[src/rtl/twpg_pkg.sv]
package twpg_pkg;

  localparam int ID_W    = 32;
  localparam int STAMP_W = 48;
  localparam int PADDR_W = 4;
  localparam int PDATA_W = 64;

  localparam logic [STAMP_W-1:0] TIME_WINDOW_RESET = 48'd100000;

  // register index is paddr[3]: registers sit 8 bytes apart
  localparam logic REG_TIME_WINDOW = 1'b0;

  typedef struct packed {
    logic [ID_W-1:0]    req_id;
    logic [STAMP_W-1:0] timestamp;
  } twpg_in_t;

  typedef struct packed {
    logic [ID_W-1:0] earlier_id;
    logic [ID_W-1:0] new_id;
    logic            last;
  } twpg_out_t;

  typedef struct packed {
    logic [ID_W-1:0]    id;
    logic [STAMP_W-1:0] stamp;
  } twpg_entry_t;

  typedef enum logic [1:0] {
    CELL_HOLD,
    CELL_SHIFT,
    CELL_ROTATE,
    CELL_LOAD
  } twpg_cell_op_t;

  typedef struct packed {
    twpg_cell_op_t op;
    logic          hit;
  } twpg_cell_ctrl_t;

  typedef enum logic [1:0] {
    ST_IDLE,
    ST_EVICT,
    ST_ROTATE,
    ST_FINISH
  } twpg_state_t;

endpackage

[src/rtl/twpg_cell.sv]
module twpg_cell (
  input  logic                     clk,
  input  twpg_pkg::twpg_cell_ctrl_t ctrl,
  input  twpg_pkg::twpg_entry_t    right,
  input  twpg_pkg::twpg_entry_t    wrap,
  input  twpg_pkg::twpg_entry_t    fresh,
  output twpg_pkg::twpg_entry_t    q
);
  import twpg_pkg::*;

  twpg_entry_t entry;

  always_ff @(posedge clk) begin
    case (ctrl.op)
      CELL_SHIFT: entry <= right;
      CELL_ROTATE: begin
        // the hit cell, the last occupied one, closes the ring by taking the head entry
        if (ctrl.hit) begin
          entry <= wrap;
        end else begin
          entry <= right;
        end
      end
      CELL_LOAD: begin
        if (ctrl.hit) begin
          entry <= fresh;
        end
      end
      default: entry <= entry;
    endcase
  end

  assign q = entry;

endmodule

[config.mk]
export PLATFORM = sky130hd
export DESIGN_NAME = twpg_cell
export DESIGN_NICKNAME = d
export VERILOG_FILES = /design/src/rtl/twpg_pkg.sv /design/src/rtl/twpg_cell.sv
export SDC_FILE = /design/constraint.sdc
export NUM_CORES = 1
export LEC_CHECK = 0
export BUFFER_PORTS_ARGS = -buffer_cell sky130_fd_sc_hd__buf_2
export CAP_MARGIN = 20
export CORE_AREA = 3 3 124 126
export DETAILED_ROUTE_END_ITERATION = 12
export DIE_AREA = 0 0 127 129
export MAX_ROUTING_LAYER = met4
export PLACE_DENSITY = 0.7
export RECOVER_POWER = 100
export SETUP_SLACK_MARGIN = 0.2
export SYNTH_ARGS = -nofsm -noshare
export SYNTH_HDL_FRONTEND = slang
export SYNTH_SLANG_ARGS = --single-unit
[constraint.sdc]
create_clock -name clk -period 8.2 [get_ports clk]
set_input_delay 1.64 -clock clk [delete_from_list [all_inputs] [get_ports clk]]
set_output_delay 1.64 -clock clk [all_outputs]
set_load 0.05 [all_outputs]
==> flow_summary.toml, run 1 <==
[sta]
setup_ws_ps = 3110
tightestPinTransition_ps = 3110
hold_violations = 0
period_share_pct = 62.1
setup_viol = 0
finalCriticalPeriod_ps = 5090
maxSlewViolCount = 101
relSlewSlack_pct = -107
rsz0062_at_grt = "no"
max_freq_ghz = 0.196
tns_ps = 0

[clock_tree]
cts_sinks = 80
clkTransAtPathRegs_ps = 60
htreeDepth = 3
root_buffer = "clkbuf_16"
cts_tree = "done"
holdBufCountCts = 0
ctsResizeCount = 0
post_cts_buffers = 0
cts.path.max_buffers = 2
cts_inserted_buffers = 9

[routing]
drc_errors = 0
ant_nets = 0
firstDrtPassIters = 4
avgRoutedWirePerCell_um = 17.8
drtIter0Drc = 186
routed_wirelength_um = 15200
vias = 4294
vias_per_cell = 5.05

[yosys]
synth-edff-count = 80
synth_seq_area_share_pct = 50.7
netlist_top_cells_area = "edfxtp_1 51%, o221a_1 19%, nand3b_1 13%"
ys_types = 12
synth_top_area_share_pct = 50.7
synthesis.area_um2 = 4740
avgSynthCellArea_um2 = 12.8
async_flop_share_pct = 0
yosys_most_used_dff = "edfxtp_1"
ys_warn_count = 0
yosys.area.top_type = "edfxtp_1"
synth_cells = 370
synth_seq_cells = 80
syn_nets = 614
synth_common_cells = "80 x edfxtp_1, 80 x nand3b_1, 80 x o221a_1"

[pwr]
finalPower_mw = 1.30
vdd_drop_max_mv = 0.116
p_per_area_nw_per_um2 = 200
p_leak_nw = 2.53

[cells_and_area]
multi_input_area_um2 = 2070
num-fill-cells = 1391
area_growth_pct = 37.2
final_cells = 851
largest_reg_flops = 80
regArea_um2 = 2400
nets = 906
drive_above_1_share_pct = 38.8
diodes = 0

[global_routing]
grt_max_degree = 87
overflow = 0
grt_pass1_vias = 4334
grt_antenna_before_repair = 0
track_usage_pct = 17.9
grt_pass1_wl_um = 22400

[setup_path]
worstPathRequired_ps = 8380
worstPathArrival_ps = 5270
critPathKind = "in2reg"
crit_fanout = 84
startpoint_type = "input port"
cp-end-kind = "flop"

[die]
die_w_um = 127
pin_count = 324
die-area_um2 = 16400
rows = 44
start_util_pct = 32.8
dieHeight_um = 129
fp.coreArea_um2 = 14400

[status]
violations = "capacitance limit, slew limit"
run_status = "finished with violations"

[hold_path]
hold_path_class = "in2reg"

[place]
dp.cells = 835
post-place-ws_ps = 3840
numPortBuffers = 323
globalplace.congestion = 0.832
dp_hpwl_um = 11300

[run]
drv_cap = 2
[per-stage QoR]
| step | hold slack, ps | utilization (%) | cell area (µm²) |
|---|---|---|---|
| 5_1_grt | 1650 | 45.1 | 6500 |
| 3_5_place_dp | 1990 | 44.1 | 6360 |
| 2_1_floorplan | 1900 | - | 4740 |
| 3_3_place_gp | 1990 | 44.1 | 6360 |
| 4_1_cts | 1650 | 45.9 | 6620 |
| 6_report | 1660 | 45.1 | 6500 |
[per-layer routing]
metal / up-vias / track usage, % / routed length (µm)
met5: - / - / 0
met2: 204 / 29.9 / 7550
met4: 0 / 5.93 / 222
li1: 2059 / - / -
met3: 17 / 4.65 / 1210
met1: 2014 / 21.2 / 6170
[critical path, stage by stage]
cell	delay, ps
buf_2	80
buf_4	670
nand2b_1	2340
o221a_1	490
[cells in the final DEF, fill, tap and decap left out, drive strengths merged]
cell type | synthesis | final
nand2b | 56 | 56
nand3b | 80 | 80
edfxtp | 80 | 80
or2b | 25 | 25
clkinv | 0 | 6
a21oi | 1 | 1
o221a | 80 | 80
nor2b | 1 | 1
nor2 | 1 | 1
buf | 33 | 246
clkbuf | 12 | 90
o21a | 1 | 1
[kinds of logic after synthesis]
logic type / Yosys count / share of synthesized area [%]
buffers and inverters: 45 / 5.76
AO/OA/AOI/OAI: 82 / 19.3
AND/OR/NAND/NOR: 163 / 24.2
flip-flops: 80 / 50.7
[final timing paths]
path	endpoint	startpoint	cells past startpoint
min	q[24]	right[24]	2
max	q[44]	ctrl[1]	4
[power breakdown]
group          switching, mW  total, mW  internal, mW
sequential            0.0164      0.535         0.518
combinational          0.300      0.415         0.114
clock                  0.149      0.349         0.200
total                  0.466       1.30         0.833
[area by class of cell]
cell class,count,share of cell area (%)
clock inverters,6,0.404
multi-input cells,245,31.8
repair buffers,326,23.7
flip-flops and latches,80,37.0
well taps,184,3.54
clock buffers,10,3.52
No activity file was read; power rests on OpenSTA's default activity.
==> inputs of run 2 (changes only) <==
--- a/config.mk
+++ b/config.mk
@@ -5,13 +5,14 @@
 export SDC_FILE = /design/constraint.sdc
 export NUM_CORES = 1
 export LEC_CHECK = 0
+export ABC_AREA = 1
 export BUFFER_PORTS_ARGS = -buffer_cell sky130_fd_sc_hd__buf_2
 export CAP_MARGIN = 20
-export CORE_AREA = 3 3 124 126
+export CORE_AREA = 3 3 125 127
 export DETAILED_ROUTE_END_ITERATION = 12
-export DIE_AREA = 0 0 127 129
+export DIE_AREA = 0 0 128 130
 export MAX_ROUTING_LAYER = met4
-export PLACE_DENSITY = 0.7
+export PLACE_DENSITY = 0.77
 export RECOVER_POWER = 100
 export SETUP_SLACK_MARGIN = 0.2
 export SYNTH_ARGS = -nofsm -noshare
==> constraint.sdc (replaced) <==
create_clock -name clk -period 4.7 [get_ports clk]
set_input_delay 0.94 -clock clk [delete_from_list [all_inputs] [get_ports clk]]
set_output_delay 0.94 -clock clk [all_outputs]
set_load 0.05 [all_outputs]
==> flow_summary.toml, run 2 <==
[status]
run_status = "finished with violations"
violations = "capacitance limit, slew limit"

[die]
die-area_um2 = 16600
dieHeight_um = 130
die_w_um = 128
start_util_pct = 40.6
rows = 44
fp.coreArea_um2 = 14500
pin_count = 324

[global_routing]
grt_pass1_wl_um = 28500
grt_pass1_vias = 5942
track_usage_pct = 22.4
grt_antenna_before_repair = 0
overflow = 0
grt_max_degree = 82

[sta]
whs_ps = 969
hold_violations = 0
relSlewSlack_pct = -12.6
rsz0062_at_grt = "no"
finalCriticalPeriod_ps = 3510
period_share_pct = 74.7
tightestPinTransition_ps = 1690
maxSlewViolCount = 131
max_freq_ghz = 0.285
setup_viol = 0
tns_ps = 0

[routing]
avgRoutedWirePerCell_um = 13.5
vias_per_cell = 4.61
drc_errors = 0
routed_wirelength_um = 18900
firstDrtPassIters = 5
ant_nets = 0
drtIter0Drc = 415
vias = 6446

[yosys]
syn_nets = 1165
synthesis.area_um2 = 5900
synth_top_area_share_pct = 40.7
synth_seq_area_share_pct = 40.7
yosys_most_used_dff = "edfxtp_1"
synth-edff-count = 80
synth.most_common_cell = "nand2_1"
ys_warn_count = 0
async_flop_share_pct = 0
ys_types = 12
netlist_top_cells_area = "edfxtp_1 41%, nand2_1 28%, nand3_1 12%"
avgSynthCellArea_um2 = 6.40
synth_seq_cells = 80
synth_common_cells = "432 x nand2_1, 150 x inv_1, 144 x nand3_1"
synth_cells = 921
yosys.area.top_type = "edfxtp_1"

[cells_and_area]
diodes = 0
final_cell_area_um2 = 7680
multi_input_area_um2 = 2370
regArea_um2 = 2400
num-fill-cells = 1482
final_common_cell = "nand2_1"
area_growth_pct = 30.2
final_core_util_pct = 52.8
nets = 1454
final_cells = 1399
drive_above_1_share_pct = 21.8
largest_reg_flops = 80
final_cell_mix = "432 x nand2_1, 242 x buf_2, 151 x inv_1, 144 x nand3_1, 83 x clkbuf_1"

[setup_path]
cp-end-kind = "flop"
critPathSlowestCell = "clkbuf_2"
slowest_delay_ps = 1220
worstPathRequired_ps = 4700
critPathKind = "in2reg"
worstPathArrival_ps = 3510
startpoint_type = "input port"
cp_top_family = "buffers and inverters"
crit_buf_inv = 3
crit_fanout = 81
path_cells = "buf_2, clkbuf_2, o21ai_1, o21ai_2, buf_12"

[clock_tree]
ctsResizeCount = 0
post_cts_buffers = 0
holdBufCountCts = 0
cts_tree = "done"
root_buffer = "clkbuf_16"
clkTransAtPathRegs_ps = 60
cts.path.max_buffers = 2
cts_sinks = 80
htreeDepth = 3
cts_inserted_buffers = 9

[place]
dp_hpwl_um = 13500
dp.cells = 1383
placed_cell_area_um2 = 7480
numPortBuffers = 323
globalplace.congestion = 0.905

[hold_path]
holdPathEnd = "q[75]"
worstHoldStart = "right[75]"
hold-path-cell-count = 5
hold_path_class = "in2reg"

[pwr]
vdd_drop_max_mv = 0.205
p_leak_nw = 4.42
p_per_area_nw_per_um2 = 321

[run]
drv_cap = 2
## run 2: worst min-delay path: cells and delay by family
family / cells / cell delay (ps)
buffers and inverters: 2 / 110
AND/OR/NAND/NOR: 3 / 140
## run 2: power breakdown
| part | internal, mW | switching (mW) |
|---|---|---|
| registers | 0.902 | 0.0265 |
| logic | 0.192 | 0.608 |
| clock network | 0.463 | 0.273 |
## run 2: per-stage QoR
stage / setup WS (ps) / power [mW]
2_1_floorplan: 819 / 1.52
3_3_place_gp: 1590 / 1.76
3_5_place_dp: 1600 / 1.77
4_1_cts: 1970 / 2.51
5_1_grt: 941 / 2.58
6_report: 1190 / 2.46
## run 2: cells by family after synthesis
family / Yosys count / synth area share (%)
compound gates: 2 / 0.170
flops: 80 / 40.7
simple gates: 577 / 39.9
buf+inv: 262 / 19.2
## run 2: worst max-delay path by stage
stage | from | endpoint | slack (ps) | cells after the start
after floorplan | ctrl[2] | q[0] | 820 | 5
after global placement | ctrl[0] | q[49] | 1590 | 5
after detailed placement | ctrl[0] | q[24] | 1600 | 5
after CTS | ctrl[0] | q[26] | 1970 | 5
after global routing | ctrl[0] | q[51] | 940 | 5
final | ctrl[0] | q[51] | 1190 | 5
## run 2: cell type report
type,instances,area share (%)
clock inverters,4,0.896
well taps,184,3.00
flip-flops and latches,80,31.3
clock buffers,12,3.08
inverters,210,10.3
repair buffers,330,20.6
multi-input cells,579,30.8
## run 2: per-layer routing
layer,share of wire [%],global-route usage (%),vias up
li1,-,-,3316
met1,39,26.3,2804
met2,51,39.2,293
met3,7.9,3.23,33
met4,2.3,7.93,0
met5,0,-,-
